### config.mk
export PLATFORM = sky130hd
export DESIGN_NAME = afct_coef_regs
export DESIGN_NICKNAME = d
export VERILOG_FILES = /design/src/rtl/afct_pkg.sv /design/src/rtl/afct_coef_regs.sv
export SDC_FILE = /design/constraint.sdc
export NUM_CORES = 2
export LEC_CHECK = 0
export ABC_AREA = 1
export BUFFER_PORTS_ARGS = -buffer_cell sky130_fd_sc_hd__buf_4
export CORE_UTILIZATION = 55
export DETAILED_ROUTE_END_ITERATION = 12
export PLACE_DENSITY = 0.75
export SYNTH_ARGS = -nofsm -noshare
export SYNTH_HDL_FRONTEND = slang
export SYNTH_SLANG_ARGS = --single-unit
### constraint.sdc
create_clock -name clk -period 6 [get_ports clk]
set_clock_uncertainty 0.15 [all_clocks]
set_input_delay 0.9 -clock clk [delete_from_list [all_inputs] [get_ports clk]]
set_output_delay 0.9 -clock clk [all_outputs]
set_load 0.005 [all_outputs]
### src/rtl/afct_pkg.sv
// Shared types and constants for the box versus frustum cull unit.
// Holds the fixed-point widths, box and plane structs, and the register map.
// No dependencies.
package afct_pkg;

  localparam int FRAC_BITS   = 16;
  localparam int COORD_W     = 32;
  localparam int COEF_W      = COORD_W + 1;
  localparam int PROD_W      = COEF_W + COORD_W;
  localparam int DIST_W      = PROD_W + 2;
  localparam int NUM_PLANES  = 6;
  localparam int NUM_ROWS    = 4;
  localparam int NUM_COLS    = 4;
  localparam int CELL_STAGES = 2;
  localparam int PIPE_DEPTH  = NUM_PLANES * CELL_STAGES + 1;

  localparam int NUM_CFG    = 8;
  localparam int CFG_DATA_W = 64;
  localparam int CFG_IDX_W  = 4;
  localparam int CFG_SEL_W  = $clog2(NUM_CFG);

  localparam int CFG_ROW_X_01 = 0;
  localparam int CFG_ROW_X_23 = 1;
  localparam int CFG_ROW_Y_01 = 2;
  localparam int CFG_ROW_Y_23 = 3;
  localparam int CFG_ROW_Z_01 = 4;
  localparam int CFG_ROW_Z_23 = 5;
  localparam int CFG_ROW_W_01 = 6;
  localparam int CFG_ROW_W_23 = 7;

  localparam int ROW_X = 0;
  localparam int ROW_Y = 1;
  localparam int ROW_Z = 2;
  localparam int ROW_W = 3;

  localparam logic [CFG_DATA_W-1:0] CFG_ONE_LO = CFG_DATA_W'(1) << FRAC_BITS;
  localparam logic [CFG_DATA_W-1:0] CFG_ONE_HI = CFG_ONE_LO << COORD_W;

  // The reset matrix is the identity.
  localparam logic [CFG_DATA_W-1:0] CFG_RESET [NUM_CFG] = '{
    CFG_ONE_LO, '0, CFG_ONE_HI, '0, '0, CFG_ONE_LO, '0, CFG_ONE_HI
  };

  typedef logic signed [COORD_W-1:0] coord_t;
  typedef logic signed [COEF_W-1:0]  coef_t;
  typedef logic signed [PROD_W-1:0]  prod_t;
  typedef logic signed [DIST_W-1:0]  dist_t;

  typedef struct packed {
    coord_t min_x;
    coord_t min_y;
    coord_t min_z;
    coord_t max_x;
    coord_t max_y;
    coord_t max_z;
  } box_t;

  typedef struct packed {
    logic valid;
    logic vis;
    box_t box;
  } token_t;

  typedef struct packed {
    coef_t a;
    coef_t b;
    coef_t c;
    coef_t d;
  } plane_t;

  typedef enum logic [2:0] {
    PL_LEFT,
    PL_RIGHT,
    PL_BOTTOM,
    PL_TOP,
    PL_NEAR,
    PL_FAR
  } plane_id_t;

endpackage

### src/rtl/afct_coef_regs.sv
// Clip matrix registers and the six derived plane coefficient sets.
// Depends on afct_pkg.
module afct_coef_regs import afct_pkg::*; (
  input  logic                          clk,
  input  logic                          rst_n,
  input  logic                          cfg_we,
  input  logic [CFG_IDX_W-1:0]          cfg_index,
  input  logic [CFG_DATA_W-1:0]         cfg_wdata,
  output plane_t [NUM_PLANES-1:0]       planes
);

  logic [CFG_DATA_W-1:0]   cfg_r [NUM_CFG];
  coord_t                  m [NUM_ROWS][NUM_COLS];
  coef_t                   col [NUM_COLS];
  plane_t [NUM_PLANES-1:0] planes_nxt;
  plane_t [NUM_PLANES-1:0] planes_r;

  function automatic coef_t combine(plane_id_t p, coord_t x, coord_t y, coord_t z,
                                    coord_t w);
    unique case (p)
      PL_LEFT:   combine = COEF_W'(w) + COEF_W'(x);
      PL_RIGHT:  combine = COEF_W'(w) - COEF_W'(x);
      PL_BOTTOM: combine = COEF_W'(w) + COEF_W'(y);
      PL_TOP:    combine = COEF_W'(w) - COEF_W'(y);
      PL_NEAR:   combine = COEF_W'(z);
      PL_FAR:    combine = COEF_W'(w) - COEF_W'(z);
      default:   combine = '0;
    endcase
  endfunction

  always_ff @(posedge clk) begin
    if (!rst_n) begin
      for (int i = 0; i < NUM_CFG; i++) begin
        cfg_r[i] <= CFG_RESET[i];
      end
    end else if (cfg_we && (cfg_index < CFG_IDX_W'(NUM_CFG))) begin
      cfg_r[cfg_index[CFG_SEL_W-1:0]] <= cfg_wdata;
    end
  end

  always_comb begin
    for (int r = 0; r < NUM_ROWS; r++) begin
      for (int c = 0; c < NUM_COLS; c++) begin
        m[r][c] = cfg_r[2 * r + (c >> 1)][COORD_W * (c & 1) +: COORD_W];
      end
    end
  end

  always_comb begin
    for (int c = 0; c < NUM_COLS; c++) begin
      col[c] = '0;
    end
    for (int p = 0; p < NUM_PLANES; p++) begin
      for (int c = 0; c < NUM_COLS; c++) begin
        col[c] = combine(plane_id_t'(3'(p)), m[ROW_X][c], m[ROW_Y][c], m[ROW_Z][c],
                         m[ROW_W][c]);
      end
      planes_nxt[p] = '{a: col[0], b: col[1], c: col[2], d: col[3]};
    end
  end

  always_ff @(posedge clk) begin
    planes_r <= planes_nxt;
  end

  assign planes = planes_r;

endmodule

======== Word-level counts from Yosys, hierarchy flattened ========
Memories as Yosys holds them, arrays and structs flattened.
Cells that the tools add are included.
operators by class
  add/subtract/negate cells ............... 20
  magnitude comparators ................... 1
  muxes and demuxes ....................... 7
  reductions and logical operators ........ 2
operators with widths
  kind                                            count
  32-bit by 32-bit subtractor with 33-bit output  12
  32-bit by 32-bit adder with 33-bit output       8
  64-bit 2-to-1 mux                               1
  64-bit OR reduction                             1
  1-bit 2-to-1 mux                                5
  4-bit < comparator, second input constant       1
  3-bit 2-to-1 mux                                1
  1-bit logical AND                               1
word-level totals
  flip-flop bits (word level) ............. 788
  bits in writable memories ............... 512
  input port bits ......................... 71
  output and inout port bits .............. 792
  memories kept ........................... 1
memory list
  name   words  width  read ports  clocked after memory_dff  write ports  RTL line              text
  cfg_r  8      64     8           0                         8            afct_coef_regs.sv:12  logic [CFG_DATA_W-1:0] cfg_r [NUM_CFG];

======== Depth between registers and ports, before layout ========
  word-level depth ........................ 7
  depth in mapped cells ................... 14
  mapped depth without buffers ............ 13

======== Worst setup path after synthesis ========
OpenSTA, ideal clock, no wires.
  kind .................................... input port to flip-flop
  from .................................... input port rst_n
  to ...................................... memory cfg_r[4][0], enable pin
  library setup time ...................... 424 ps
  arrival time ............................ 3070 ps
  path slack .............................. 2356 ps
  cell stages on the path ................. 7
  buffers on the path ..................... 3
  path through ............................ buf_4 > nand3b_4 > nor2_4 > nand2_1 > buf_2 > buf_6 > nand2_1
RTL lines
  element          RTL line              text
  start, declared  afct_coef_regs.sv:5   input logic rst_n,
  end, declared    afct_coef_regs.sv:12

==> results by group <==
Outcome
  – Status: finished clean

Yosys
  – Register area share after synthesis: 36.9%
  – Ys Warns: 0
  – XOR/XNOR Fraction of Synth Area: 3.38%
  – Syn Nets: 13200
  – Mux cell area share after synthesis: 0%
  – Synthesized area: 84000 um2
  – Post-synth ARST share: 0%
  – Area share of fa/ha/maj cells after synthesis: 10.0%
  – Simple-gate share of the synthesized area: 31.8%
  – Post-synth top flop: dfxtp_1
  – Syn Inst Count: 12500
  – Post-synth EDFFs: 512
  – Syn Area/Cell: 6.73 um2
  – FF+latch count, synth: 1292
  – Post-synthesis compound-gate area fraction: 3.73%
  – Largest family of logic cells by synthesized area: simple AND/OR/NAND/NOR gates
  – Synth unique cells: 33

Layout
  – NumNets Final: 13900
  – Share of cells above drive strength 1: 10.1%
  – Core Util, Final: 63.3%
  – Area growth from synthesis to layout: 14.2%
  – Cell Count, Final, Fillers Out: 15400
  – Fillers: 13800

Critical path
  – Worst path slowest cell: nand2_2
  – Slowest stage delay, CP: 1.12 ns
  – Setup crit end kind: flip-flop
  – Critical path startpoint category: input port
  – Buffer and inverter count on the worst path: 2
  – CP delay by family, top: simple AND/OR/NAND/NOR gates
  – WP data arrival: 4.03 ns
  – CP Cell Sequence: buf_4 > nand3b_4 > nor2_4 > nand2_2 > nand2_2 > buf_4
  – Critical path peak fanout: 65
  – CP Data Required Time: 6.30 ns
  – CP Class: in2reg

CTS
  – Worst-case clock buffer depth: 3
  – Clk pin slew, worst setup/hold paths: 0.06 ns
  – Post-CTS Setup Inserts: 0
  – CTS tree: yes
  – Cts hold-fix bufs: 0
  – CTS Buf Count: 137
  – Worst-Skew Late Latency: 0.82 ns
  – Root buffer cell: clkbuf_16
  – TritonCTS Sinks: 1292
  – H-tree depth: 4
  – Cts repair resizes: 0

Drt
  – DRC viols: 0
  – DR iter-0 viols: 8756
  – Pre-antenna DRT Iters: 9
  – Routed Antenna Nets: 0
  – Vias: 82100
  – Wire length per cell: 22.1 um
  – Wirelength, routed: 340000 um
  – Via density: 5.34

Place
  – Dpl hpwl: 274000 um
  – DP Cell Count: 15100
  – Dpl ws: 1.55 ns
  – Port bufs: 862
  – RePlAce Congestion: 1.10

Floorplan
  – Rows: 143
  – Die H: 393 um
  – IO Pins: 863
  – Core area: 152000 um2
  – DIE WIDTH: 393 um
  – Area of the die: 154000 um2
  – Initial Util: 55.4%

Timing
  – Slew Limit Fails: 0
  – Fin crit share: 62.1%
  – Fin worst setup slack: 2.28 ns
  – Worst Tran Pin Value: 1.28 ns
  – Tmin final: 3.72 ns
  – Unrepaired setup endpoints after global routing: no
  – Max-slew headroom: 14.1%
  – Final hold violation count: 0
  – FMAX: 269 MHz
  – Final setup viols: 0
  – Total negative slack: 0 ns

Power
  – P per Cell Area: 298 nW/um2
  – VDD IR max: 0.000340 V
  – LEAKAGE: 54.5 nW
  – Final Power: 0.0286 W

Global routing
  – Gr usage total: 42.8%
  – Vias in the first global route: 76000
  – Total grt overflow: 0
  – Initial antenna violation count: 28
  – First-pass GRT wire length: 479000 um
  – Pin count of the biggest net entering global routing: 66

Min path
  – Worst min path class: reg2reg

Flow run
  – Max-cap violations: 0
==> kinds of logic (layout without fill, tap and decap cells) <==
family | count (synthesis) | count (layout)
AO/OA/AOI/OAI | 584 | 584
adder cells (fa/ha/maj) | 660 | 660
AND/OR/NAND/NOR | 6647 | 6647
XOR/XNOR | 324 | 324
buffers and inverters | 2977 | 3803
flip-flops | 1292 | 1292
other | 0 | 13
==> flip-flops by register name, summed over array words and instances, names as in the netlist <==
register  flops
planes      780
cfg_r       512
==> cell usage in the layout (no fill, tap or decap), types with 97 or more instances in the layout <==
cell type	instances
edfxtp_1	512
inv_1	2612
ha_1	640
xor2_1	280
nor3_1	97
buf_4	875
nor2_1	1455
clkbuf_16	143
nand3_1	533
dfxtp_1	780
a21oi_1	423
nand2_1	4248
==> stage by stage <==
| stage | hold WS (ns) | instance area [um2] |
|---|---|---|
| 6_report | 0.219 | 96000 |
| 5_1_grt | 0.226 | 96000 |
| 4_1_cts | 0.218 | 96000 |
| 3_5_place_dp | 0.204 | 91300 |
| 3_3_place_gp | 0.203 | 91300 |
| 2_1_floorplan | 0.198 | 84000 |
==> Yosys cell counts (4+ instances only) <==
library cell  count  area share [%]
inv_1          2612              12
xor2_1          280             2.9
nand2_2          42            0.31
nor2_2           73            0.54
buf_1            22           0.098
nand3_1         533             3.2
clkbuf_1          4           0.018
nor3_2           15            0.18
nor2_4           12            0.16
xnor2_1          44            0.46
fa_1             20            0.48
a21oi_1         423             2.5
dfxtp_1         780              19
nand4_1          88            0.66
edfxtp_1        512              18
buf_2           150            0.89
and2_1           40            0.30
buf_6            41            0.55
buf_4            72            0.64
clkbuf_2          8           0.048
clkinv_1          7           0.031
nand3_2          27            0.32
nor2_1         1455             6.5
ha_1            640             9.5
nor3_1           97            0.58
o21ai_1          10           0.060
nand2_1        4260              19
o21bai_1         84            0.75
inv_2            61            0.27
o21ai_0          66            0.39
or2_2             4           0.030
==> worst register-to-register path: stages (launching register included) <==
cell      delay (ns)
edfxtp_1        0.87
inv_1           0.43
fa_1            0.65
nor2_1          0.21
o21ai_0         0.09
nand2_1         0.17
nand2_1         0.09
nand2_1         0.17
nand2_1         0.11
nand3_1         0.09
nand2_1         0.06
==> worst paths after layout <==
| check | slack (ns) | start | depth (start not counted) | to |
|---|---|---|---|---|
| setup / recovery | 2.28 | rst_n | 6 | cfg_r[3][49] |
| hold / removal | 0.22 | cfg_r[4][45] | 0 | planes[607] |
| hold reg to reg | 0.22 | cfg_r[4][45] | 0 | planes[607] |
| setup reg to reg | 2.82 | cfg_r[7][1] | 10 | planes[725] |
==> where the power goes <==
group	total (W)	leakage, nW	switching, W	internal, W
Combinational	0.00827	40.7	0.00526	0.00301
Sequential	0.0115	11.5	0.00109	0.0104
Clock	0.00887	2.29	0.00387	0.00500
==> layout make-up <==
class | instances | area [um2] | share of cell area, %
clock inverter | 74 | 820 | 0.854
sequential | 1292 | 31000 | 32.3
timing repair buffer | 875 | 6570 | 6.84
clock buffer | 174 | 3840 | 4.00
antenna | 13 | 32.5 | 0.0339
tap | 2030 | 2540 | 2.65
inverter | 2680 | 10100 | 10.5
multi-input combinational | 8215 | 41200 | 42.9
==> metal layers <==
| layer | part of all wire, % | up-vias | GRT usage, % |
|---|---|---|---|
| li1 | - | 38700 | - |
| met1 | 37 | 37300 | 51.0 |
| met2 | 42 | 4810 | 64.7 |
| met3 | 12 | 1232 | 11.1 |
| met4 | 9.6 | 22 | 35.7 |
| met5 | 0.046 | - | 0 |
No activity file was read; power rests on OpenSTA's default activity.
